**src/design/ims_ram.sv**
```systemverilog
// Generic synchronous RAM: one write port, two registered read ports.
module ims_ram #(
  parameter int WIDTH = 8,
  parameter int DEPTH = 64
) (
  input  logic                     clk,
  input  logic                     we,
  input  logic [$clog2(DEPTH)-1:0] waddr,
  input  logic [WIDTH-1:0]         wdata,
  input  logic [$clog2(DEPTH)-1:0] raddr_a,
  input  logic [$clog2(DEPTH)-1:0] raddr_b,
  output logic [WIDTH-1:0]         rdata_a,
  output logic [WIDTH-1:0]         rdata_b
);

  logic [WIDTH-1:0] mem [DEPTH];

  always_ff @(posedge clk) begin
    if (we) begin
      mem[waddr] <= wdata;
    end
    rdata_a <= mem[raddr_a];
    rdata_b <= mem[raddr_b];
  end

endmodule

```
**config.mk**
```make
export PLATFORM = sky130hd
export DESIGN_NAME = ims_ram
export DESIGN_NICKNAME = d
export VERILOG_FILES = /design/src/design/ims_ram.sv
export SDC_FILE = /design/constraint.sdc
export NUM_CORES = 1
export LEC_CHECK = 0
export BUFFER_PORTS_ARGS = -buffer_cell sky130_fd_sc_hd__buf_2
export CAP_MARGIN = 20
export CORE_MARGIN = 1
export CORE_UTILIZATION = 50
export DETAILED_ROUTE_END_ITERATION = 12
export GPL_TIMING_DRIVEN = 0
export HOLD_SLACK_MARGIN = 0.02
export MAX_ROUTING_LAYER = met4
export PLACE_DENSITY = 0.66
export SETUP_SLACK_MARGIN = 0.05
export SLEW_MARGIN = 20
export SYNTH_ARGS = -nofsm -noshare
export SYNTH_HDL_FRONTEND = slang
export SYNTH_SLANG_ARGS = --single-unit
```
**constraint.sdc**
```tcl
create_clock -name clk -period 2.1 [get_ports clk]
set_input_delay 0.105 -clock clk [delete_from_list [all_inputs] [get_ports clk]]
set_output_delay 0.105 -clock clk [all_outputs]
set_load 0.02 [all_outputs]
```
==> results.cfg, run 1 <==
[outcome]
status = finished, violations left
violations = setup timing

[floorplan]
rows = 80
die_h_um = 222
die_w_um = 222
boundaryPins = 44
dieArea_um2 = 49400
initial_core_util_pct = 50.7
core_um2 = 47800

[setup_path]
critPathMaxStageDelay_ns = 0.76
worstSetupStartpoint = raddr_a[4]
worstReg2RegStart = mem[55][1]
cpMostUsedCell = o21ai_1
crit_family = buffers and inverters
crit_chain = clkbuf_2 > clkbuf_1 > nor2_1 > a221oi_1 > o21ai_1 > o21ai_1
path_max_fanout = 10
worst_ep_required_time_ns = 2.59
path_buf_inv = 2
end_kind = flip-flop
worst-endpoint-arrival_ns = 2.76
critical_path_class = in -> reg
slowest_stage = clkbuf_1
startpoint_type = primary input

[yosys]
synth_area_per_cell_um2 = 20.0
async_flop_share_pct = 0
ys.flop_type = edfxtp_1
synthCells = 1211
syn_area_um2 = 24300
yosysTopAreaCellShare_pct = 63.3
seq_area_frac_synth_pct = 64.7
synth_warnings = 0
synth.area.top_cells = edfxtp_1, mux4_2, mux2i_1
ys_types = 38
synthMostInstantiatedCell = edfxtp_1
yosysTopAreaCell = edfxtp_1
synth_common_cells = edfxtp_1, mux4_2, nor2_1
synth-edff-count = 512
synth-seq-cells = 528
syn-num-nets = 1239

[power_and_ir_drop]
vdd_drop_max_mv = 1.11
powerDensity_nw_per_um2 = 889
p_switching_mw = 5.63
p_comb_share_pct = 8.7
p_total_mw = 24.3
p_int_mw = 18.7
p_seq_share_pct = 48.1
power_leakage_nw = 8.68
sw_frac_of_total_pct = 23.2
clkPwrFrac_pct = 43.2

[clocking]
clock_sinks = 528
cts_buffers = 56
clk_path_buf_depth = 3
ctsRootBufferMaster = clkbuf_16
clk_latency_ns = 0.63
tritoncts = done
clk_pin_slew_worst_paths_ns = 0.06
htree_levels = 2

[grt]
grt_max_degree = 65
grt_pass1_wl_um = 102000
grt_overflow = 0
top_usage_layer = met2
grtUsageTotal_pct = 30.9
antenna_found_initial = 0
use_met2_pct = 46.8
use_met3_pct = 6.00
grt_pass1_vias = 14000
grt_util_met1_pct = 42.0

[routing]
vias = 14000
viasPerCell = 7.13
wire_per_inst_um = 36.8
drt_first_pass_iters = 6
totalWireLength_um = 72300
antenna_left = 0
dr.first_iter.drc_count = 2143
drc = 0

[placement]
port_buffers = 29
place.gp.congestion = 0.974
dp.cells = 1855
dp_hpwl_um = 48800
pre_cts_ws_ns = -1.42

[final_layout]
nNetsFinal = 1326
syn2layout_area_growth_pct = 12.7
drive_gt1_share_pct = 35.3
stdcell_count = 1964

[timing]
setup_ws_ns = -0.164
finalCritPeriodShare_pct = 108
worst_clock_skew_ns = 0.0137
report.final.slew_viol_count = 0
rsz0062_at_grt = yes
finalHoldViolCount = 0
period_minus_slack_ns = 2.26
setup_viol = 6
maxSlewHeadroom_pct = 16.4
fmax_mhz = 442
tightest_slew_ns = 1.25

[hold_path]
worstHoldStart = wdata[6]
min_path_type = in -> reg

[run]
drv_cap = 0
==> power groups by stage <==
| stage | Sequential [mW] | Combinational [mW] | Clock, mW |
|---|---|---|---|
| 2_1_floorplan | 12.0 | 1.14 | 0 |
| 3_3_place_gp | 11.9 | 2.01 | 0 |
| 3_5_place_dp | 11.9 | 2.03 | 0 |
| 4_1_cts | 11.7 | 2.05 | 10.5 |
| 5_1_grt | 11.7 | 2.16 | 10.9 |
| 6_report | 11.7 | 2.10 | 10.5 |
==> cell type report <==
| type | instances | area [um^2] |
|---|---|---|
| Antenna cell | 3 | 7.51 |
| Buffer | 93 | 576 |
| Clock buffer | 74 | 1560 |
| Clock inverter | 32 | 389 |
| Fill cell | 3579 | 20500 |
| Inverter | 3 | 11.3 |
| Multi-Input combinational cell | 587 | 8170 |
| Sequential cell | 528 | 15700 |
| Tap cell | 615 | 769 |
| Timing Repair Buffer | 29 | 163 |
==> worst reg2reg max path, cell delays in order (launching register included) <==
cell and delay, ns:
edfxtp_1 0.38, mux4_2 0.50, mux4_2 0.55, o211ai_1 0.43, nand2_1 0.17
==> path summary, 6_finish.rpt <==
path	slack, ns	endpoint	cells after the start
max reg2reg	-0.07	rdata_b[1]	4
min	0.05	mem[47][6]	1
max	-0.16	rdata_a[6]	6
min reg2reg	0.92	rdata_b[3]	5
==> stage by stage <==
| step | setup TNS, ns | hold WS (ns) | cell area [um^2] | util [%] |
|---|---|---|---|---|
| floorplan | 0 | 0.204 | 24300 | - |
| global placement | -78.13 | 0.520 | 25200 | 52.6 |
| detailed placement | -114.40 | 0.519 | 25200 | 52.7 |
| CTS | -0.00869 | 0.0313 | 27300 | 57.0 |
| global route | -0.103 | 0.0732 | 27300 | 57.1 |
| finish | -0.330 | 0.0549 | 27300 | 57.2 |
==> flip-flops by register name (all words and copies together), names as in the netlist <==
signal,flops
rdata_b,8
mem,512
rdata_a,8
==> timing repair <==
action,CTS,global route
setup endpoints to repair,16,13
gates resized for setup,44,24
hold buffers,0,0
setup buffers,0,0
==> cell families after synthesis <==
| group | Yosys count | synth area share, % |
|---|---|---|
| buffers and inverters | 96 | 1.98 |
| AOI/OAI and AO/OA | 100 | 2.81 |
| DFF | 528 | 64.7 |
| and+or+nand+nor | 149 | 2.69 |
| muxes | 338 | 27.9 |
==> cell usage in the layout, fill, tap and decap left out, types with 4 or more instances in the layout <==
master / instances
buf_4: 24
clkinv_1: 5
bufinv_16: 8
o21ai_0: 16
a21oi_1: 10
a221oi_1: 6
clkinv_2: 10
buf_2: 41
nor2b_1: 8
a22oi_1: 14
o21ai_2: 4
o31a_1: 5
nand2_1: 28
clkbuf_4: 7
clkinvlp_4: 5
buf_6: 9
o221ai_1: 5
clkbuf_1: 31
a221o_1: 5
clkbuf_16: 58
buf_1: 4
edfxtp_1: 512
clkbuf_8: 5
mux2i_1: 66
mux4_2: 270
nand3_1: 17
nor2_1: 74
clkbuf_2: 13
nand2b_1: 6
dfxtp_1: 16
o22ai_1: 20
==> per-layer routing <==
metal,part of all wire [%],vias to the layer above
met1,38,7482
met4,4.2,0
li1,-,5427
met5,0,-
met3,10,179
met2,47,913
No activity file was read; power rests on OpenSTA's default activity.
==> inputs of run 2 (changes only) <==
CORE_UTILIZATION = 60   (was 50)
PLACE_DENSITY = 0.77   (was 0.66)
==> results.cfg, run 2 (synthesized netlist as in run 1, its figures left out) <==
[outcome]
status = finished, violations left
violations = setup timing

[setup_path]
reg2reg_to = rdata_a[7]
critical_path_class = reg -> reg
worst-endpoint-arrival_ns = 2.61
r2r_slack_ns = -0.07
startpoint_type = flip-flop
worstReg2RegStart = mem[12][7]
rr_worst_depth = 5
path_max_fanout = 2
worst_ep_required_time_ns = 2.55
end_kind = flip-flop

[run]
drv_cap = 0

[final_layout]
regMostFlops = mem
layout_commonest_cell = edfxtp_1
area.sequential_um2 = 15700
fill_cells = 2589
multiInputGateArea_um2 = 8180
final_cell_mix = edfxtp_1, mux4_2, nor2_1
final_area_um2 = 27000
final_util_pct = 67.7
reg_top3 = mem: 512 flops, rdata_a: 8 flops, rdata_b: 8 flops
drive_gt1_share_pct = 34.6
largest_reg_flops = 512
nNetsFinal = 1327
syn2layout_area_growth_pct = 11.1

[routing]
dr.first_iter.drc_count = 2352
drt_first_pass_iters = 6
drc = 0
vias = 14100
viasPerCell = 7.55
totalWireLength_um = 69100
wire_per_inst_um = 37.0
antenna_left = 0

[floorplan]
core_um2 = 39800
rows = 73
initial_core_util_pct = 61.0
die_h_um = 203
boundaryPins = 44
die_w_um = 203
dieArea_um2 = 41300

[placement]
dp_hpwl_um = 46200
pre_cts_ws_ns = -1.15
place_area_um2 = 25100
port_buffers = 29
place.gp.congestion = 1.01

[timing]
period_minus_slack_ns = 2.17
tightest_slew_ns = 1.14
worst_clock_skew_ns = 0.0153
rsz0062_at_grt = yes
setup_ws_ns = -0.0662
setup_viol = 3
finalHoldViolCount = 0
fmax_mhz = 462
fin_hold_ws_ns = 0.0461
finalCritPeriodShare_pct = 103
report.final.slew_viol_count = 0
maxSlewHeadroom_pct = 23.6

[clocking]
ctsRootBufferMaster = clkbuf_16
clock_sinks = 528
clk_path_buf_depth = 3
tritoncts = done
cts_buffers = 53
clk_pin_slew_worst_paths_ns = 0.06
postCtsHoldBufs = 0
clk_latency_ns = 0.61
htree_levels = 2

[grt]
grt_overflow = 0
antenna_found_initial = 3
grtUsageTotal_pct = 35.7
grt_pass1_vias = 14100
grt_pass1_wl_um = 97700
grt_max_degree = 65

[power_and_ir_drop]
powerDensity_nw_per_um2 = 853
vdd_drop_max_mv = 0.720
power_leakage_nw = 8.57

[hold_path]
worstHoldStart = waddr[0]
min_path_type = in -> reg
holdPathEnd = mem[49][7]
holdPathStages = 3
## run 2: cell types whose count changed in the layout (fill, tap and decap cells not counted), moves of 3 or more
cell,change
buf_2,+4
clkbuf_16,-3
clkinv_1,+5
clkinvlp_4,-5
bufinv_16,-5
## run 2: stage by stage
step           TNS [ns]  power (mW)  std cells
6_report        -0.0735        23.0       1869
3_3_place_gp     -40.13        13.9       1765
3_5_place_dp     -63.68        13.9       1768
4_1_cts         -0.0449        22.9       1865
2_1_floorplan         0        13.1       1211
5_1_grt         -0.0871        23.4       1869
## run 2: worst max-delay path: stages (launching register included)
cell,delay [ns]
edfxtp_1,0.41
mux4_2,0.46
mux4_2,0.51
nor2_4,0.11
a2111oi_2,0.08
a311o_1,0.43
## run 2: power by group
part	total, mW	switching (mW)	leakage, nW	internal (mW)
registers	11.7	0.0391	4.74	11.7
clock network	9.22	3.98	0.824	5.25
logic	2.08	1.29	3.00	0.789
total	23.0	5.30	8.57	17.7
## run 2: area by class of cell
type                            instances  share of cell area (%)
Inverter                                3                  0.0418
Clock inverter                         26                   0.728
Buffer                                 93                    2.07
Sequential cell                       528                    58.2
Multi-Input combinational cell        587                    30.3
Tap cell                              525                    2.44
Clock buffer                           71                    5.44
Antenna cell                            3                  0.0278
Timing Repair Buffer                   33                   0.752
## run 2: routing by layer
metal  global-route usage (%)  up-vias  part of all wire, %
met2                     52.8     1185                   47
met4                     18.1        0                  5.6
li1                         -     5415                    -
met5                        -        -                    0
met1                     46.3     7281                   34
met3                     9.48      221                   14
## run 2: worst max path at each step
stage	start	endpoint	slack, ns	cells after the start
CTS	mem[15][7]	rdata_a[7]	-0.04	5
global route	mem[15][7]	rdata_a[7]	-0.08	5
global placement	raddr_b[1]	rdata_b[3]	-1.15	8
floorplan	raddr_b[0]	rdata_b[4]	0.18	8
detailed placement	raddr_b[1]	rdata_b[0]	-1.15	8
finish	mem[12][7]	rdata_a[7]	-0.07	5
## run 2: repair_timing
| item | in CTS | in global routing |
|---|---|---|
| pin swaps | 1 | 3 |
| endpoints found under the setup margin | 16 | 13 |
| resized for setup | 39 | 36 |
| setup buffers | 0 | 1 |
