**config.mk**
```make
export PLATFORM = sky130hd
export DESIGN_NAME = ims_eval
export DESIGN_NICKNAME = d
export VERILOG_FILES = /design/src/design/ims_pkg.sv /design/src/design/ims_eval.sv
export SDC_FILE = /design/constraint.sdc
export NUM_CORES = 1
export LEC_CHECK = 0
export BUFFER_PORTS_ARGS = -buffer_cell sky130_fd_sc_hd__buf_2
export CORE_AREA = 2 2 128 130
export DETAILED_ROUTE_END_ITERATION = 8
export DIE_AREA = 0 0 130 132
export PLACE_DENSITY = 0.74
export REMOVE_ABC_BUFFERS = 1
export SYNTH_ARGS = -nofsm -noshare
export SYNTH_HDL_FRONTEND = slang
export SYNTH_SLANG_ARGS = --single-unit
export TNS_END_PERCENT = 30
```
**constraint.sdc**
```tcl
create_clock -name vclk -period 4.7
set_clock_uncertainty 0.1 [all_clocks]
set_input_delay 0.235 -clock vclk [all_inputs]
set_output_delay 0.235 -clock vclk [all_outputs]
set_load 0.01 [all_outputs]
```
**src/design/ims_pkg.sv**
```systemverilog
// Shared constants and types for the Ising Metropolis spin update block.
package ims_pkg;

  localparam int GRID_SIZE_DEF = 64;

  // Fixed field widths
  localparam int OP_W    = 2;
  localparam int COORD_W = 6;
  localparam int FRAC_W  = 16;
  localparam int DE_W    = 5;
  localparam int CFG_W   = 1;

  // Operation codes
  localparam logic [OP_W-1:0] OP_WRITE = 2'd0;
  localparam logic [OP_W-1:0] OP_FLIP  = 2'd1;
  localparam logic [OP_W-1:0] OP_READ  = 2'd2;

  // Configuration register indexes
  localparam logic [CFG_W-1:0] CFG_ACCEPT_FOUR  = 1'b0;
  localparam logic [CFG_W-1:0] CFG_ACCEPT_EIGHT = 1'b1;

  localparam logic [FRAC_W-1:0] ACCEPT_FOUR_RST  = 16'd11246;
  localparam logic [FRAC_W-1:0] ACCEPT_EIGHT_RST = 16'd1929;

  typedef enum logic [1:0] {
    ST_CLEAR,
    ST_IDLE,
    ST_EXEC
  } state_t;

  typedef struct packed {
    logic                   spin;
    logic                   flipped;
    logic signed [DE_W-1:0] energy_change;
  } ims_result_t;

endpackage

```
**src/design/ims_eval.sv**
```systemverilog
// Spin evaluation: energy change, Metropolis acceptance and the updated row.
module ims_eval #(
  parameter int GRID_SIZE = ims_pkg::GRID_SIZE_DEF
) (
  input  logic [GRID_SIZE-1:0]          ctr_row,
  input  logic [GRID_SIZE-1:0]          up_row,
  input  logic [GRID_SIZE-1:0]          dn_row,
  input  logic [$clog2(GRID_SIZE)-1:0]  c,
  input  logic [$clog2(GRID_SIZE)-1:0]  c_lf,
  input  logic [$clog2(GRID_SIZE)-1:0]  c_rt,
  input  logic [ims_pkg::OP_W-1:0]      op,
  input  logic                          spin_value,
  input  logic [ims_pkg::FRAC_W-1:0]    random_fraction,
  input  logic [ims_pkg::FRAC_W-1:0]    accept_four,
  input  logic [ims_pkg::FRAC_W-1:0]    accept_eight,
  output logic                          we,
  output logic [GRID_SIZE-1:0]          new_row,
  output ims_pkg::ims_result_t          result
);
  import ims_pkg::*;

  logic       s;
  logic [2:0] agree;
  logic       accept;
  logic       new_bit;

  // Neighbors that agree with the center: dE = 4*agree - 8
  always_comb begin
    s = ctr_row[c];
    agree = 3'(up_row[c] == s) + 3'(dn_row[c] == s)
          + 3'(ctr_row[c_lf] == s) + 3'(ctr_row[c_rt] == s);
    case (agree) inside
      3'd0, 3'd1, 3'd2: accept = 1'b1;
      3'd3:             accept = random_fraction < accept_four;
      3'd4:             accept = random_fraction < accept_eight;
      default:          accept = 1'b0;
    endcase
  end

  always_comb begin
    we = 1'b0;
    new_bit = s;
    result.flipped = 1'b0;
    result.energy_change = '0;
    unique case (op)
      OP_WRITE: begin
        we = 1'b1;
        new_bit = spin_value;
      end
      OP_FLIP: begin
        we = accept;
        new_bit = ~s;
        result.flipped = accept;
        result.energy_change = DE_W'({agree, 2'b00}) - DE_W'(8);
      end
      default: begin
        // read and the unused code leave the grid alone
      end
    endcase
    result.spin = we ? new_bit : s;
    new_row = ctr_row;
    new_row[c] = new_bit;
  end

endmodule

```
==> results.sh, run 1 <==
export IMPL_nClkBuffers=0
export IMPL_pwr_share_comb_pct=100.0
export IMPL_fin_util_pct=50.4
export IMPL_first_pass_iters=7
export IMPL_hold_ws_ns=0.697
export IMPL_finalCritPeriodShare_pct=104
export IMPL_critPathSlowestCell="mux4_2"
export IMPL_p_leak_nw=4.12
export IMPL_synthMuxAreaShare_pct=33.6
export IMPL_most_common_layout_cells="327 x buf_2, 128 x buf_4, 82 x nand2_1, 64 x mux2i_1, 60 x o21ai_2"
export IMPL_cp_max_fo=8
export IMPL_placed_cells=1234
export IMPL_seqPwrFrac_pct=0
export IMPL_antenna_found_initial=2
export IMPL_tns_ns=-0.362
export IMPL_p_int_mw=0.504
export IMPL_powerDensity_nw_per_um2=129
export IMPL_dp_hpwl_um=21700
export IMPL_post_place_ws_ns=-0.576
export IMPL_path_cells="buf_12, buf_12, mux4_2, mux4_2, mux4_2, xnor2_2, fa_1, ha_2, inv_2, ha_4, or4_4, a211oi_2, o211ai_1, and4_1, or2_4, o211ai_1, buf_2"
export IMPL_drt_iter0_drc=663
export IMPL_syn_area_um2=5050
export IMPL_synth_simple_gate_area_share_pct=15.2
export IMPL_start_util_pct=32.2
export IMPL_ant_nets=0
export IMPL_stdcell_count=1237
export IMPL_fin_area_um2=7920
export IMPL_avgViaCountPerCell=5.72
export IMPL_area_growth_syn_to_layout_pct=56.7
export IMPL_syn_inst=607
export IMPL_path_class="in2out"
export IMPL_wirelength_um=25600
export IMPL_crit_path_frequent_cell="mux4_2"
export IMPL_drive_gt1_share_pct=59.3
export IMPL_rsz0062_at_grt="true"
export IMPL_num_vias=7071
export IMPL_core_um2=15700
export IMPL_slew_headroom_pct=31.1
export IMPL_ir_worst_vdd_uv=183
export IMPL_holdBufCountCts=0
export IMPL_synth_top_family_by_area="multiplexers"
export IMPL_violations="negative setup slack"
export IMPL_critPathCapture="result[6]"
export IMPL_numPortBuffers=331
export IMPL_rows=46
export IMPL_grt_util_all_layers_pct=28.4
export IMPL_ys_warn_count=0
export IMPL_synth_adder_area_share_pct=8.32
export IMPL_status="finished with violations"
export IMPL_cpPeakStageDelay_ns=0.53
export IMPL_regArea_um2=0
export IMPL_routedWlPerCell_um=20.7
export IMPL_gp_congestion=0.968
export IMPL_power_switching_mw=0.514
export IMPL_cp_required_ns=4.37
export IMPL_multi_input_area_um2=4640
export IMPL_worstHoldPathType="in2out"
export IMPL_fill_cells=1517
export IMPL_synth_compound_area_share_pct=31.5
export IMPL_flops_and_latches=0
export IMPL_max_freq_mhz=204
export IMPL_grt_pass1_wl_um=38300
export IMPL_syn_area_per_cell_um2=8.33
export IMPL_ys_seq_area_share_pct=0
export IMPL_slew_viol_final=0
export IMPL_pwr_share_clk_pct=0
export IMPL_post_route_min_period_ns=4.91
export IMPL_crit_path_start="c_rt[0]"
export IMPL_crit_path_end_kind="output port"
export IMPL_die_w_um=130
export IMPL_hold_viol_final=0
export IMPL_dieArea_um2=17200
export IMPL_die_y_um=132
export IMPL_total_power_mw=1.02
export IMPL_mostFrequentLayoutCell="buf_2"
export IMPL_arrival_ns=4.57
export IMPL_setup_viol_count_final=3
export IMPL_yosys_cell_types_count=55
export IMPL_ioPinCount=333
export IMPL_final_setup_worst_slack_ns=-0.209
export IMPL_grt_ovfl_total=0
export IMPL_tightest_slew_ns=1.03
export IMPL_drc=0
export IMPL_grt_pass1_vias=6984
export IMPL_swShare_pct=50.5
export IMPL_placed_cell_area_um2=7770
export IMPL_grt_max_degree=66
export IMPL_synth_xor_area_share_pct=0.693
export IMPL_maxCapViolCount=0
export IMPL_fin_nets=1315
export IMPL_crit_path_start_kind="input pin"
-- cell families (layout without fill, tap and decap cells) --
logic type      Yosys count  in the layout
fa+ha+maj                33             33
mux                     113            113
buf+inv                  96            507
compound gates          208            208
simple gates            152            152
xor+xnor                  4              4
other cells               1              4
-- power by group through the flow --
| stage | Clock [mW] | Combinational [mW] | Sequential, mW |
|---|---|---|---|
| 6_report | 0.0000000571 | 1.02 | 0 |
| 5_1_grt | 0.0000000570 | 1.11 | 0 |
| 4_1_cts | 0 | 0.986 | 0 |
| 3_5_place_dp | 0 | 0.923 | 0 |
| 3_3_place_gp | 0 | 0.909 | 0 |
| 2_1_floorplan | 0 | 0.435 | 0 |
-- Yosys cell counts, types with 2 or more instances --
library cell	number	area, um^2
nand2_1	82	308
mux2i_1	64	641
o21ai_2	60	526
a22oi_1	51	383
mux4_2	42	946
inv_1	37	139
clkbuf_1	32	120
ha_1	32	400
a221oi_1	22	193
a21oi_1	17	85.1
o21ai_0	16	80.1
nor2_1	13	48.8
a31oi_1	12	75.1
a22o_1	11	96.3
buf_2	8	40.0
nand4_1	8	50.1
nand3_1	7	35.0
buf_12	6	120
nor3_1	6	30.0
nor3b_1	6	45.0
and3b_1	5	43.8
a32oi_1	4	35.0
buf_1	4	15.0
mux2_2	4	45.0
nor2b_1	4	25.0
xnor2_1	4	35.0
a211oi_1	3	22.5
and2_1	3	18.8
buf_4	3	22.5
buf_6	3	33.8
clkbuf_8	3	41.3
a21o_1	2	15.0
and3_2	2	15.0
and4_1	2	17.5
mux4_1	2	52.6
nand2b_1	2	12.5
nand3b_1	2	15.0
nor3b_2	2	25.0
o211ai_1	2	15.0
o221ai_1	2	17.5
o22ai_1	2	12.5
or3b_2	2	17.5
-- final cells by class --
class / instances / area share [%]
inverters: 37 / 1.75
repair buffers: 470 / 36.2
multi-input cells: 512 / 58.6
well taps: 216 / 3.41
diodes: 2 / 0.0632
-- routing by layer --
| layer | GRT usage [%] | vias to the layer above | wire length, um |
|---|---|---|---|
| li1 | - | 3238 | - |
| met1 | 36.6 | 3254 | 9850 |
| met2 | 49.1 | 507 | 12400 |
| met3 | 4.34 | 72 | 2640 |
| met4 | 7.11 | 0 | 781 |
| met5 | 0 | - | 0 |
-- how the worst min path moves through the flow --
stage               start  to  slack [ns]  cells past startpoint
finish              op[1]  we        0.70                      3
global route        op[1]  we        0.71                      3
CTS                 op[1]  we        0.71                      3
detailed placement  op[1]  we        0.72                      3
global placement    op[0]  we        0.72                      3
floorplan           op[1]  we        0.41                      1
-- critical path: cells and delay by family --
family                   cells  cell delay [ns]
multiplexers                 3             1.54
adder cells (fa/ha/maj)      3             0.90
AND/OR/NAND/NOR              3             0.82
AO/OA/AOI/OAI                3             0.47
buffers and inverters        4             0.42
XOR/XNOR                     1             0.17
-- what timing repair did --
item                                    CTS  global route
buffers inserted                          0             0
gates resized for setup                  18            10
endpoints found under the setup margin    3             3
pin swaps                                10             9
cloned                                    1             0
(Power assumes the default switching activity.)
==> run 2, diff against run 1 <==
--- a/config.mk
+++ b/config.mk
@@ -6,10 +6,12 @@
 export NUM_CORES = 1
 export LEC_CHECK = 0
 export BUFFER_PORTS_ARGS = -buffer_cell sky130_fd_sc_hd__buf_2
-export CORE_AREA = 2 2 128 130
+export CELL_PAD_IN_SITES_DETAIL_PLACEMENT = 0
+export CELL_PAD_IN_SITES_GLOBAL_PLACEMENT = 2
+export CORE_MARGIN = 1
+export CORE_UTILIZATION = 21
 export DETAILED_ROUTE_END_ITERATION = 8
-export DIE_AREA = 0 0 130 132
-export PLACE_DENSITY = 0.74
+export PLACE_DENSITY = 0.89
 export REMOVE_ABC_BUFFERS = 1
 export SYNTH_ARGS = -nofsm -noshare
 export SYNTH_HDL_FRONTEND = slang
==> results.sh, run 2 (synthesized netlist as in run 1, its figures left out) <==
export IMPL_max_freq_mhz=200
export IMPL_final_setup_worst_slack_ns=-0.304
export IMPL_wl_met2_um=13500
export IMPL_dieArea_um2=24700
export IMPL_fill_cells=2573
export IMPL_routedWlPerCell_um=21.2
export IMPL_maxCapViolCount=0
export IMPL_fin_nets=1324
export IMPL_met1Wirelength_um=11900
export IMPL_crit_path_end_kind="output port"
export IMPL_cp_required_ns=4.37
export IMPL_hold_viol_final=0
export IMPL_post_route_min_period_ns=5.00
export IMPL_cp_max_fo=6
export IMPL_numPortBuffers=331
export IMPL_mostFrequentLayoutCell="buf_2"
export IMPL_grt_ovfl_total=0
export IMPL_drive_gt1_share_pct=59.9
export IMPL_drt_iter0_drc=577
export IMPL_stdcell_count=1349
export IMPL_grt_util_all_layers_pct=22.4
export IMPL_wirelength_um=28600
export IMPL_p_leak_nw=4.16
export IMPL_crit_path_start_kind="input pin"
export IMPL_rows=56
export IMPL_drc=0
export IMPL_slew_viol_final=0
export IMPL_flops_and_latches=0
export IMPL_ant_nets=0
export IMPL_post_place_ws_ns=-0.665
export IMPL_status="finished with violations"
export IMPL_setup_viol_count_final=3
export IMPL_start_util_pct=21.5
export IMPL_regArea_um2=0
export IMPL_worstHoldPathType="in2out"
export IMPL_die_w_um=157
export IMPL_nClkBuffers=0
export IMPL_antenna_found_initial=2
export IMPL_placed_cells=1346
export IMPL_die_y_um=157
export IMPL_postCtsSetupBuffers=0
export IMPL_fin_area_um2=8100
export IMPL_first_pass_iters=6
export IMPL_num_vias=7022
export IMPL_placed_cell_area_um2=7950
export IMPL_path_class="in2out"
export IMPL_slew_headroom_pct=22.9
export IMPL_area_growth_syn_to_layout_pct=60.2
export IMPL_dp_hpwl_um=24400
export IMPL_arrival_ns=4.67
export IMPL_avgViaCountPerCell=5.21
export IMPL_core_um2=23500
export IMPL_total_power_mw=1.04
export IMPL_grt_pass1_wl_um=41700
export IMPL_finalCritPeriodShare_pct=106
export IMPL_rsz0062_at_grt="true"
export IMPL_grt_max_degree=66
export IMPL_powerDensity_nw_per_um2=128
export IMPL_gp_congestion=0.939
export IMPL_top_layer="met4"
export IMPL_met3RoutedLength_um=2430
export IMPL_tightest_slew_ns=1.15
export IMPL_ioPinCount=333
export IMPL_most_common_layout_cells="327 x buf_2, 141 x buf_4, 82 x nand2_1, 64 x mux2i_1, 60 x o21ai_2"
export IMPL_violations="negative setup slack"
export IMPL_ir_worst_vdd_uv=116
export IMPL_grt_pass1_vias=7050
export IMPL_tns_ns=-0.580
[run 2: timing repair]
item,4_1_cts,5_1_grt
hold buffers,0,0
cloned,1,0
pin swaps,9,9
gates resized for setup,16,15
setup endpoints to repair,3,3
[run 2: cell type report]
class                      count  area (um^2)  area share (%)
antenna                        2         5.00          0.0618
multi-input combinational    512         4640            57.4
timing repair buffer         479         2910            35.9
inverter                      37          139            1.72
tap                          319          399            4.93
[run 2: critical path: stages]
cell and delay, ns:
buf_12 0.09, buf_12 0.12, mux4_2 0.49, mux4_2 0.51, mux4_2 0.53, xnor2_2 0.17, fa_1 0.50, ha_2 0.19
inv_2 0.05, ha_4 0.21, or4_4 0.52, a211oi_4 0.18, o21ai_1 0.09, and4_1 0.21, or2_4 0.23, o211ai_1 0.17
buf_2 0.16
[run 2: power breakdown]
part / switching, mW / leakage [nW] / total [mW] / internal, mW
combinational: 0.521 / 4.16 / 1.04 / 0.516
sequential: 0 / 0 / 0 / 0
clock: 0 / 0.0000127 / 0.0000000571 / 0.0000000571
total: 0.521 / 4.16 / 1.04 / 0.516
[run 2: worst paths after layout]
check	start	cells past startpoint	to
worst max-delay path	c_rt[0]	17	result[6]
worst min-delay path	op[1]	3	we
[run 2: routing by layer]
layer / GRT usage [%] / vias up
met3: 3.66 / 58
met2: 38.4 / 400
li1: - / 3254
met4: 6.10 / 0
met5: 0 / -
met1: 29.0 / 3310
[run 2: through the flow]
stage,util (%),hold WS [ns]
CTS,34.1,0.683
floorplan,-,0.414
finish,34.4,0.682
global placement,33.8,0.686
detailed placement,33.8,0.691
global route,34.4,0.691
