--- src/design/ims_pkg.sv ---
// Shared constants and types for the Ising Metropolis spin update block.
package ims_pkg;

  localparam int GRID_SIZE_DEF = 64;

  // Fixed field widths
  localparam int OP_W    = 2;
  localparam int COORD_W = 6;
  localparam int FRAC_W  = 16;
  localparam int DE_W    = 5;
  localparam int CFG_W   = 1;

  // Operation codes
  localparam logic [OP_W-1:0] OP_WRITE = 2'd0;
  localparam logic [OP_W-1:0] OP_FLIP  = 2'd1;
  localparam logic [OP_W-1:0] OP_READ  = 2'd2;

  // Configuration register indexes
  localparam logic [CFG_W-1:0] CFG_ACCEPT_FOUR  = 1'b0;
  localparam logic [CFG_W-1:0] CFG_ACCEPT_EIGHT = 1'b1;

  localparam logic [FRAC_W-1:0] ACCEPT_FOUR_RST  = 16'd11246;
  localparam logic [FRAC_W-1:0] ACCEPT_EIGHT_RST = 16'd1929;

  typedef enum logic [1:0] {
    ST_CLEAR,
    ST_IDLE,
    ST_EXEC
  } state_t;

  typedef struct packed {
    logic                   spin;
    logic                   flipped;
    logic signed [DE_W-1:0] energy_change;
  } ims_result_t;

endpackage

--- src/design/ims_addr.sv ---
// Site decode: wraps row and column onto the torus and finds the four neighbors.
module ims_addr #(
  parameter int GRID_SIZE = ims_pkg::GRID_SIZE_DEF
) (
  input  logic [ims_pkg::COORD_W-1:0]   row,
  input  logic [ims_pkg::COORD_W-1:0]   col,
  output logic [$clog2(GRID_SIZE)-1:0] r,
  output logic [$clog2(GRID_SIZE)-1:0] c,
  output logic [$clog2(GRID_SIZE)-1:0] r_up,
  output logic [$clog2(GRID_SIZE)-1:0] r_dn,
  output logic [$clog2(GRID_SIZE)-1:0] c_lf,
  output logic [$clog2(GRID_SIZE)-1:0] c_rt
);
  import ims_pkg::*;

  localparam int IDX_W = $clog2(GRID_SIZE);
  localparam int RAW_N = 1 << COORD_W;
  localparam logic [IDX_W-1:0] LAST = IDX_W'(GRID_SIZE - 1);

  // Constant reduction table: raw coordinate modulo grid size
  logic [IDX_W-1:0] wrap_tbl [RAW_N];

  for (genvar i = 0; i < RAW_N; i++) begin : g_wrap
    assign wrap_tbl[i] = IDX_W'(i % GRID_SIZE);
  end

  assign r = wrap_tbl[row];
  assign c = wrap_tbl[col];

  assign r_up = (r == '0)   ? LAST : r - 1'b1;
  assign r_dn = (r == LAST) ? '0   : r + 1'b1;
  assign c_lf = (c == '0)   ? LAST : c - 1'b1;
  assign c_rt = (c == LAST) ? '0   : c + 1'b1;

endmodule

--- config.mk ---
export PLATFORM = sky130hd
export DESIGN_NAME = ims_addr
export DESIGN_NICKNAME = d
export VERILOG_FILES = /design/src/design/ims_pkg.sv /design/src/design/ims_addr.sv
export SDC_FILE = /design/constraint.sdc
export NUM_CORES = 1
export LEC_CHECK = 0
export ABC_AREA = 0
export BUFFER_PORTS_ARGS = -buffer_cell sky130_fd_sc_hd__buf_2
export CORE_MARGIN = 1.5
export CORE_UTILIZATION = 41
export DETAILED_ROUTE_END_ITERATION = 8
export GPL_ROUTABILITY_DRIVEN = 0
export PLACE_DENSITY = 0.84
export RECOVER_POWER = 50
export SYNTH_ARGS = -nofsm -noshare
export SYNTH_HDL_FRONTEND = slang
export SYNTH_SLANG_ARGS = --single-unit
--- constraint.sdc ---
create_clock -name vclk -period 1.8
set_input_delay 0.45 -clock vclk [all_inputs]
set_output_delay 0.45 -clock vclk [all_outputs]
set_load 0.05 [all_outputs]
==> PnR_summary.wiki, run 1 <==
{| class="wikitable"
! Metric !! Value
|-
| Count of standard-cell rows || 13
|-
| Count of buffers from port buffering || 48
|-
| Number of hold-repair buffers added at the cts stage || 0
|-
| Area share of the leading cell type in the synthesized netlist || 15.38%
|-
| Fail Step || clock tree synthesis (4_1_cts)
|-
| Top cells by area, synth || sky130_fd_sc_hd__buf_4, sky130_fd_sc_hd__ha_1, sky130_fd_sc_hd__xnor2_1
|-
| Initial Utilization || 44.44%
|-
| Die width || 40.79 um
|-
| Mean instance size in the synthesized netlist || 6.809 um2
|-
| Post-Synthesis Cell Area || 585.6 um2
|-
| Status || stopped before the end
|-
| Ys Warns || 0
|-
| I/O pin count || 48
|-
| Number of setup buffers added after CTS || 3
|-
| Post-Synthesis Net Count || 104
|-
| Die height || 40.79 um
|-
| Sequential element share of the synthesized area || 0%
|-
| Number of distinct standard cells referenced by the synthesized netlist || 30
|-
| First error || [ERROR DPL-0038] Utilization greater than 100%, impossible to legalize
|-
| Cell accounting for the most synthesized area || sky130_fd_sc_hd__buf_4
|-
| Post-CTS resize count || 72
|-
| Hpwl dp || 2.429 mm
|-
| Synthesized instance count || 86
|}
## cell families after synthesis
logic type / share of synthesized area [%]
AO/OA/AOI/OAI: 29.06
XOR/XNOR: 10.47
adder cells (fa/ha/maj): 12.82
buffers and inverters: 26.28
AND/OR/NAND/NOR: 21.37
## stage by stage
step | hold slack, ps | TNS, ps | instance area [um2] | cells | worst slack, ps
after floorplan | 1015 | -984.4 | 852.1 | 86 | -262.1
after global placement | 1290 | -2914 | 1209 | 164 | -278.3
after detailed placement | 1299 | -4153 | 1209 | 164 | -396.6
## synth_stat cells (2+ instances only)
cell / count
sky130_fd_sc_hd__a21oi_1: 5
sky130_fd_sc_hd__o41ai_1: 2
sky130_fd_sc_hd__xnor2_1: 5
sky130_fd_sc_hd__and3_2: 2
sky130_fd_sc_hd__o31ai_1: 2
sky130_fd_sc_hd__nor3b_1: 2
sky130_fd_sc_hd__nand2_1: 7
sky130_fd_sc_hd__nand3_1: 4
sky130_fd_sc_hd__buf_4: 12
sky130_fd_sc_hd__nor2_1: 2
sky130_fd_sc_hd__clkbuf_2: 2
sky130_fd_sc_hd__ha_1: 6
sky130_fd_sc_hd__xor2_1: 2
sky130_fd_sc_hd__a31oi_1: 2
sky130_fd_sc_hd__inv_1: 10
sky130_fd_sc_hd__a41oi_1: 3
sky130_fd_sc_hd__o21ai_0: 4
sky130_fd_sc_hd__nor3_1: 2
==> inputs of run 2 (changes only) <==
Settings changed: CORE_AREA from default to 2 2 63 65, CORE_MARGIN 1.5 to default, CORE_UTILIZATION 41 to default, DIE_AREA from default to 0 0 65 67, PLACE_DENSITY 0.84 to default, PLACE_DENSITY_LB_ADDON from default to 0.15.
==> PnR_summary.wiki, run 2 <==
{| class="wikitable"
! Metric !! Value
|-
| Footprint of the multi-input gates || 807.0 um2
|-
| Power density of the placed cells || 369.3 nW/um2
|-
| Worst-margin pin slew || 623.9 ps
|-
| Crit path required time || 1350 ps
|-
| Initial Utilization || 16.24% (-28 points)
|-
| Detail-routed via count per cell || 4.430
|-
| Worst hold-check path type || in -> out
|-
| Number of distinct standard cells referenced by the synthesized netlist || 30 (unchanged)
|-
| Number of hold-repair buffers added at the cts stage || 0 (unchanged)
|-
| Wire length of the first global-routing pass || 4.202 mm
|-
| Setup Slack @ Placement || -265.8 ps (+130.8 ps)
|-
| ANT nets after route || 0
|-
| Fill cells || 339
|-
| Peak fanout along the critical path || 3
|-
| Switching part of the total power || 60.67%
|-
| Vias in the first global route || 879
|-
| Number of nets in the layout || 179
|-
| Internal power consumption || 0.0002506 W
|-
| Area taken by flip-flops and latches || 0 um2
|-
| Average wire length per cell after detail routing || 12.92 um
|-
| Max-Slew Margin vs Limit || 58.59%
|-
| Hold EP || c[1]
|-
| RSZ-0062 raised after global routing || true
|-
| Status || finished with violations
|-
| Static leakage power || 0.7476 nW
|-
| Maximum number of pins on one net before global-route repair || 10
|-
| Floorplan die area || 4355 um2
|-
| Most common cell in the netlist || sky130_fd_sc_hd__buf_4
|-
| Number of iterations in the first detailed-routing pass || 4
|-
| Antenna fix cells || 0
|-
| Sequential element share of the synthesized area || 0% (unchanged)
|-
| Sequential cell count || 0
|-
| Die width || 65 um (+59%)
|-
| Minimum period implied by the final worst setup slack || 1907 ps
|-
| I/O pin count || 48 (unchanged)
|-
| Top cells by area, synth || sky130_fd_sc_hd__buf_4, sky130_fd_sc_hd__ha_1, sky130_fd_sc_hd__xnor2_1
|-
| Total GRT Usage || 11.91%
|-
| Power after layout || 0.0006372 W
|-
| Post-Synthesis Net Count || 104 (unchanged)
|-
| Fin. Hold Viols || 0
|-
| Number of vias after detailed routing || 917
|-
| Worst Hold Margin || 1296 ps
|-
| Commonest non-fill, non-tap cell in the layout || sky130_fd_sc_hd__buf_4
|-
| Ys Warns || 0 (unchanged)
|-
| DRC marker count from the first detailed-route iteration || 17
|-
| Cell accounting for the most synthesized area || sky130_fd_sc_hd__buf_4
|-
| Number of pins with negative max-slew slack in the final report || 0
|-
| Arrival time of data at the critical path endpoint || 1460 ps
|-
| Highest ir drop seen on vdd || 0.0002053 V
|-
| Clock buf count || 0
|-
| Final critical-path setup slack || -106.9 ps
|-
| Count of standard-cell rows || 22 (+9)
|-
| Seq pwr share || 0%
|-
| Post-Synthesis Cell Area || 585.6 um2 (unchanged)
|-
| Part of the power in combinational logic || 100.0%
|-
| Number of antenna violations at the first check in global routing || 0
|-
| Routed wire length || 2.674 mm
|-
| Reported net switching power || 0.0003865 W
|-
| Total of endpoints with negative setup slack in the final report || 6
|-
| Type of the setup path with the least slack || in -> out
|-
| Violations in the final reports || negative setup slack
|-
| Floorplan core area || 3606 um2
|-
| Placed Instances || 203 (+24%)
|-
| GRT Residual Overflow || 0
|-
| Relative contribution of the clock network to total power || 0%
|-
| Most used standard cells in the synthesized netlist || sky130_fd_sc_hd__buf_4, sky130_fd_sc_hd__inv_1, sky130_fd_sc_hd__nand2_1, sky130_fd_sc_hd__ha_1
|-
| Hold path startpoint || col[1]
|-
| Final critical-path share of the clock period || 105.9%
|-
| Mean instance size in the synthesized netlist || 6.809 um2 (unchanged)
|-
| Hold Path Cell Cnt || 2
|-
| Area growth syn-to-layout || 194.7%
|-
| Crit start category || input pin
|-
| Crit path capture type || output port
|-
| Non-filler instance count after layout || 207
|-
| Layout cell share with drive strength beyond 1 || 79.25%
|-
| Number of design rule violations left after detail routing || 0
|-
| Max-capacitance violation count || 0
|-
| Synthesized instance count || 86 (unchanged)
|-
| Area share of the leading cell type in the synthesized netlist || 15.38% (unchanged)
|-
| Die height || 67 um (+64%)
|-
| Count of buffers from port buffering || 48 (unchanged)
|-
| Fmax || 524.4 MHz
|-
| Hpwl dp || 1.983 mm (-18%)
|-
| Most frequent cells in the layout || sky130_fd_sc_hd__buf_4, sky130_fd_sc_hd__buf_6, sky130_fd_sc_hd__clkbuf_1
|}
## run 2: cell counts after synthesis
Identical to the previous run, type by type.
## run 2: kinds of logic (layout without fill, tap and decap cells)
kind of cell | Yosys count | count (layout) | synth area share (%)
AOI/OAI and AO/OA | 24 | 24 | 29.06
xor gates and xnor gates | 7 | 7 | 10.47
adders and majority gates | 6 | 6 | 12.82
buffers and inverters | 26 | 99 | 26.28
and+or+nand+nor | 23 | 23 | 21.37
## run 2: per-layer routing
layer  wire length [um]  global-route usage [%]  vias to the layer above
met5                  0                       0                        -
met4                 15                   1.330                        0
met3                171                  0.8446                        2
met2               1395                   21.01                       36
met1               1092                   16.27                      436
li1                   -                       -                      443
## run 2: worst max path at each step
stage	from	to	slack (ps)	cells after the start
floorplan	col[0]	c_rt[0]	-260	2
global placement	row[1]	r_up[2]	-240	7
detailed placement	row[0]	r_dn[3]	-270	6
CTS	row[2]	r_up[5]	-110	5
global route	row[2]	r_up[5]	-130	5
finish	row[2]	r_up[5]	-110	5
## run 2: final cells by class
| class | instances | share of cell area [%] |
|---|---|---|
| Tap cell | 48 | 3.481 |
| Timing Repair Buffer | 89 | 45.98 |
| Inverter | 10 | 3.771 |
| Multi-Input combinational cell | 60 | 46.77 |
## run 2: what timing repair did
item,CTS,global route
gates resized for setup,86,28
hold endpoints to repair,0,0
buffers inserted,1,3
pin swaps,10,10
cloned,1,0
endpoints found under the setup margin,20,17
## run 2: worst max-delay path: stages
cell                      delay (ps)
sky130_fd_sc_hd__buf_8           100
sky130_fd_sc_hd__or3_4           420
sky130_fd_sc_hd__o31ai_4         220
sky130_fd_sc_hd__o31ai_4         100
sky130_fd_sc_hd__buf_6           160
## run 2: power by group through the flow
stage | sequential (W) | clock [W] | combinational, W
finish | 0 | 0 | 0.000637
global route | 0 | 0 | 0.000668
CTS | 0 | 0 | 0.000607
detailed placement | 0 | 0 | 0.000511
global placement | 0 | 0 | 0.000507
floorplan | 0 | 0 | 0.000379
## run 2: per-stage QoR
step | util [%] | cell area [um2] | TNS, ps
3_3_place_gp | 35.57 | 1282 | -3254
4_1_cts | 44.76 | 1614 | -260.3
2_1_floorplan | - | 852.1 | -984.4
6_report | 47.85 | 1725 | -205.0
5_1_grt | 47.85 | 1725 | -566.3
3_5_place_dp | 35.57 | 1282 | -3641
Power figures use the tool's default switching activity.
==> inputs of run 3 (changes only) <==
Settings changed: PLACE_DENSITY from default to 0.49, PLACE_DENSITY_LB_ADDON 0.15 to default.
==> PnR_summary.wiki, run 3 (same netlist as run 2, synthesis figures left out) <==
{| class="wikitable"
! Metric !! Value
|-
| Total GRT Usage || 10.38% (-1.5 points)
|-
| Static leakage power || 0.7031 nW (-6.0%)
|-
| Floorplan die area || 4355 um2 (unchanged)
|-
| DRC marker count from the first detailed-route iteration || 20 (+3)
|-
| Util after Layout || 45.25% (-2.6 points)
|-
| RSZ-0062 raised after global routing || true
|-
| Crit path required time || 1350 ps (about the same)
|-
| Status || finished with violations
|-
| Post-place instance area || 1272 um2 (-0.78%)
|-
| Count of buffers from port buffering || 48 (unchanged)
|-
| Violations in the final reports || negative setup slack
|-
| Total of endpoints with negative setup slack in the final report || 4 (-2)
|-
| Fill cells || 350 (+3.2%)
|-
| Highest ir drop seen on vdd || 0.0002021 V (-1.6%)
|-
| Floorplan core area || 3606 um2 (unchanged)
|-
| Peak fanout along the critical path || 3 (unchanged)
|-
| Final critical-path share of the clock period || 105.6% (-0.38 points)
|-
| Commonest non-fill, non-tap cell in the layout || sky130_fd_sc_hd__buf_4
|-
| Routed wire length || 2.401 mm (-10%)
|-
| Area growth syn-to-layout || 178.6%
|-
| Power density of the placed cells || 371.6 nW/um2 (+0.63%)
|-
| Initial Utilization || 16.24% (unchanged)
|-
| Fmax || 526.3 MHz (+0.36%)
|-
| Crit start category || input pin
|-
| Max-capacitance violation count || 0 (unchanged)
|-
| GRT Residual Overflow || 0 (unchanged)
|-
| Layout cell share with drive strength beyond 1 || 78.71% (-0.54 points)
|-
| Detail-routed via count per cell || 4.222 (-4.7%)
|-
| Worst-margin pin slew || 596.8 ps (-27.05 ps)
|-
| Type of the setup path with the least slack || in -> out
|-
| Arrival time of data at the critical path endpoint || 1450 ps (about the same)
|-
| Die width || 65 um (unchanged)
|-
| Area taken by flip-flops and latches || 0 um2 (unchanged)
|-
| Count of standard-cell rows || 22 (unchanged)
|-
| Maximum number of pins on one net before global-route repair || 10 (unchanged)
|-
| Die height || 67 um (unchanged)
|-
| Final Cell Area || 1632 um2 (-5.4%)
|-
| Average wire length per cell after detail routing || 11.83 um (-8.4%)
|-
| Wire length of the first global-routing pass || 3.739 mm (-11%)
|-
| I/O pin count || 48 (unchanged)
|-
| Antenna fix cells || 0 (unchanged)
|-
| Number of pins with negative max-slew slack in the final report || 0 (unchanged)
|-
| Crit path capture type || output port
|-
| Hpwl dp || 1.904 mm (-4.0%)
|-
| Number of iterations in the first detailed-routing pass || 2 (-2)
|-
| Final critical-path setup slack || -100.1 ps (+6.823 ps)
|-
| Sequential cell count || 0 (unchanged)
|-
| Worst hold-check path type || in -> out
|-
| Minimum period implied by the final worst setup slack || 1900 ps (-6.823 ps)
|-
| Number of nets in the layout || 175 (-2.2%)
|-
| Number of hold-repair buffers added at the cts stage || 0 (unchanged)
|-
| Most frequent cells in the layout || sky130_fd_sc_hd__buf_4, sky130_fd_sc_hd__buf_6, sky130_fd_sc_hd__clkbuf_1
|-
| ANT nets after route || 0 (unchanged)
|-
| Clock buf count || 0 (unchanged)
|-
| Vias in the first global route || 790 (-10%)
|-
| Max-Slew Margin vs Limit || 60.38% (+1.8 points)
|-
| Fin. Hold Viols || 0 (unchanged)
|-
| Number of vias after detailed routing || 857 (-6.5%)
|-
| Number of antenna violations at the first check in global routing || 0 (unchanged)
|-
| Number of design rule violations left after detail routing || 0 (unchanged)
|}
## run 3: cell types whose count changed in the layout (fill, tap and decap cells not counted), moves of 2 or more
| cell | before | now |
|---|---|---|
| sky130_fd_sc_hd__nand2_1 | 4 | 6 |
| sky130_fd_sc_hd__clkinv_8 | 0 | 2 |
| sky130_fd_sc_hd__buf_4 | 39 | 37 |
| sky130_fd_sc_hd__nand2_2 | 3 | 1 |
| sky130_fd_sc_hd__buf_6 | 21 | 15 |
| sky130_fd_sc_hd__clkbuf_4 | 0 | 2 |
| sky130_fd_sc_hd__inv_8 | 3 | 1 |
| sky130_fd_sc_hd__buf_2 | 7 | 9 |
| sky130_fd_sc_hd__clkbuf_2 | 1 | 4 |
## run 3: final cells by class
| class | count | area [um2] | area share (%) |
|---|---|---|---|
| multi-input cells | 60 | 788.3 | 48.31 |
| repair buffers | 85 | 704.4 | 43.17 |
| inverters | 10 | 78.83 | 4.831 |
| well taps | 48 | 60.06 | 3.681 |
## run 3: routing by layer
metal	wire, um	up-vias	global-route usage (%)
met5	0	-	0
met4	0	0	0
met3	149	0	0.6757
met2	1319	37	21.13
met1	932	387	12.44
li1	-	433	-
## run 3: path summary, 6_finish.rpt
check,from,endpoint,slack (ps),cells past startpoint
min,row[0],r[0],1310,2
max,row[4],r_up[5],-100,5
## run 3: repair_timing
item	4_1_cts	5_1_grt
hold endpoints to repair	0	0
endpoints found under the setup margin	19	16
buffers inserted	2	2
pin swaps	10	5
resized for setup	70	23
## run 3: metrics by stage
stage                     TNS [ps]  setup WS, ps  hold slack (ps)  instances  total power [W]
final                       -191.4        -100.1             1306        203        0.0006063
after floorplan             -984.4        -262.1             1015         86        0.0003794
after global routing        -406.1        -114.8             1312        203        0.0006352
after CTS                   -321.2        -106.3             1223        202        0.0005864
after detailed placement     -2668        -287.3             1278        200        0.0005072
after global placement       -2404        -263.3             1273        200        0.0005051
## run 3: worst max-delay path, stage by stage
cell	delay [ps]
sky130_fd_sc_hd__buf_6	100
sky130_fd_sc_hd__or3_4	430
sky130_fd_sc_hd__o31ai_4	220
sky130_fd_sc_hd__o31ai_4	100
sky130_fd_sc_hd__buf_6	160
## run 3: power breakdown
part           leakage [nW]  switching (W)  total [W]  internal, W
combinational         0.703       0.000376   0.000606     0.000230
sequential                0              0          0            0
clock                     0              0          0            0
total                 0.703       0.000376   0.000606     0.000230
==> inputs of run 4 (changes only) <==
Clock period 1.8 ns to 2.3 ns, I/O delays scaled along.
==> PnR_summary.wiki, run 4 (same netlist as run 2, synthesis figures left out) <==
{| class="wikitable"
! Metric !! Value
|-
| Total of endpoints with negative setup slack in the final report || 0 (-4)
|-
| GRT Residual Overflow || 0 (unchanged)
|-
| Average wire length per cell after detail routing || 9.888 um (-16%)
|-
| Floorplan core area || 3606 um2 (unchanged)
|-
| Floorplan die area || 4355 um2 (unchanged)
|-
| Wire length of the first global-routing pass || 2.559 mm (-32%)
|-
| Worst-margin pin slew || 590.4 ps (-6.440 ps)
|-
| Number of nets in the layout || 151 (-14%)
|-
| Initial Utilization || 16.24% (unchanged)
|-
| DRC marker count from the first detailed-route iteration || 21 (+5.0%)
|-
| Detail-routed via count per cell || 4.112 (-2.6%)
|-
| Area taken by flip-flops and latches || 0 um2 (unchanged)
|-
| Status || finished clean
|-
| Number of antenna violations at the first check in global routing || 0 (unchanged)
|-
| Peak fanout along the critical path || 5 (+2)
|-
| Layout cell share with drive strength beyond 1 || 61.07% (-18 points)
|-
| I/O pin count || 48 (unchanged)
|-
| Maximum number of pins on one net before global-route repair || 12 (+2)
|-
| Sequential cell count || 0 (unchanged)
|-
| Total GRT Usage || 6.996% (-3.4 points)
|-
| Worst setup path startpoint || row[0]
|-
| Crit path capture type || output port
|-
| Number of pins with negative max-slew slack in the final report || 0 (unchanged)
|-
| Count of buffers from port buffering || 48 (unchanged)
|-
| Die height || 67 um (unchanged)
|-
| ANT nets after route || 0 (unchanged)
|-
| Count of standard-cell rows || 22 (unchanged)
|-
| Number of design rule violations left after detail routing || 0 (unchanged)
|-
| Non-filler instance count after layout || 179 (-12%)
|-
| Worst Hold Margin || 1562 ps (+256.3 ps)
|-
| Most frequent cells in the layout || sky130_fd_sc_hd__buf_2, sky130_fd_sc_hd__buf_4, sky130_fd_sc_hd__inv_1
|-
| Fin. Hold Viols || 0 (unchanged)
|-
| Clock buf count || 0 (unchanged)
|-
| Minimum period implied by the final worst setup slack || 2225 ps
|-
| Relative contribution of the clock network to total power || 0% (unchanged)
|-
| Crit path capture || r_dn[3]
|-
| Area growth syn-to-layout || 73.50%
|-
| Hpwl dp || 1.549 mm (-19%)
|-
| Arrival time of data at the critical path endpoint || 1650 ps (+200 ps)
|-
| Max-capacitance violation count || 0 (unchanged)
|-
| Vias in the first global route || 603 (-24%)
|-
| Part of the power in combinational logic || 100.0% (about the same)
|-
| Commonest non-fill, non-tap cell in the layout || sky130_fd_sc_hd__buf_2
|-
| Power density of the placed cells || 341.4 nW/um2 (-8.1%)
|-
| Highest ir drop seen on vdd || 0.0001326 V (-34%)
|-
| RSZ-0062 raised after global routing || true
|-
| Crit start category || input pin
|-
| Seq pwr share || 0% (unchanged)
|-
| Die width || 65 um (unchanged)
|-
| Hold Path Cell Cnt || 2 (unchanged)
|-
| Number of iterations in the first detailed-routing pass || 4 (+2)
|-
| Antenna fix cells || 0 (unchanged)
|-
| Type of the setup path with the least slack || in -> out
|-
| Final critical-path share of the clock period || 96.72%
|-
| Number of vias after detailed routing || 736 (-14%)
|-
| Crit path required time || 1730 ps (+380 ps)
|-
| Switching part of the total power || 72.89% (+11 points)
|-
| Number of hold-repair buffers added at the cts stage || 0 (unchanged)
|-
| Fmax || 449.5 MHz
|-
| Worst hold-check path type || in -> out
|-
| Reported net switching power || 0.0002528 W (-33%)
|-
| Internal power consumption || 0.00009401 W (-59%)
|-
| Static leakage power || 0.5007 nW (-29%)
|-
| Max-Slew Margin vs Limit || 60.81% (+0.43 points)
|-
| Placed Instances || 179 (-11%)
|-
| Routed wire length || 1.770 mm (-26%)
|}
-- run 4: metrics by stage --
step | setup TNS [ps] | worst slack, ps | util [%] | power (W) | area [um2]
2_1_floorplan | -367.9 | -140.1 | - | 0.0002629 | 680.7
3_3_place_gp | -32.18 | -17.77 | 26.68 | 0.0003366 | 962.2
3_5_place_dp | -101.3 | -54.52 | 26.68 | 0.0003368 | 962.2
4_1_cts | 0 | 7.520 | 27.13 | 0.0003417 | 978.4
5_1_grt | -11.54 | -11.54 | 28.17 | 0.0003658 | 1016
6_report | 0 | 75.44 | 28.17 | 0.0003468 | 1016
-- run 4: worst min-delay path by stage --
stage	start	to	slack, ps
2_1_floorplan	col[0]	c_rt[0]	1240
3_3_place_gp	col[3]	c[3]	1510
3_5_place_dp	col[3]	c[3]	1510
4_1_cts	col[3]	c[3]	1510
5_1_grt	row[5]	r[5]	1580
6_report	row[5]	r[5]	1560
-- run 4: per-layer routing --
metal / wire length [um] / up-vias / GRT usage, % / part of all wire, %
met3: 82 / 0 / 0.6757 / 4.6
met1: 851 / 336 / 10.20 / 48
met2: 836 / 13 / 11.73 / 47
met5: 0 / - / 0 / 0
li1: - / 387 / - / -
met4: 0 / 0 / 0 / 0
-- run 4: power groups by stage --
stage          sequential [W]  combinational, W  clock (W)
3_3_place_gp                0          0.000337          0
3_5_place_dp                0          0.000337          0
2_1_floorplan               0          0.000263          0
6_report                    0          0.000347          0
4_1_cts                     0          0.000342          0
5_1_grt                     0          0.000366          0
-- run 4: final cells by class --
type | count | area [um2]
fill | 403 | 2590
inverter | 10 | 37.54
multi-input combinational | 60 | 571.8
tap | 48 | 60.06
timing repair buffer | 61 | 346.6
-- run 4: worst max-delay path: stages --
cell and delay [ps]:
sky130_fd_sc_hd__buf_2 130, sky130_fd_sc_hd__ha_1 250, sky130_fd_sc_hd__a32oi_1 190, sky130_fd_sc_hd__o21ai_0 120, sky130_fd_sc_hd__o41ai_2 60, sky130_fd_sc_hd__buf_2 320
-- run 4: repair_timing --
| action | CTS | global route |
|---|---|---|
| setup endpoints to repair | 3 | 5 |
| gates resized for setup | 4 | 10 |
| endpoints found under the hold margin | 0 | 0 |
| setup buffers | 0 | 0 |
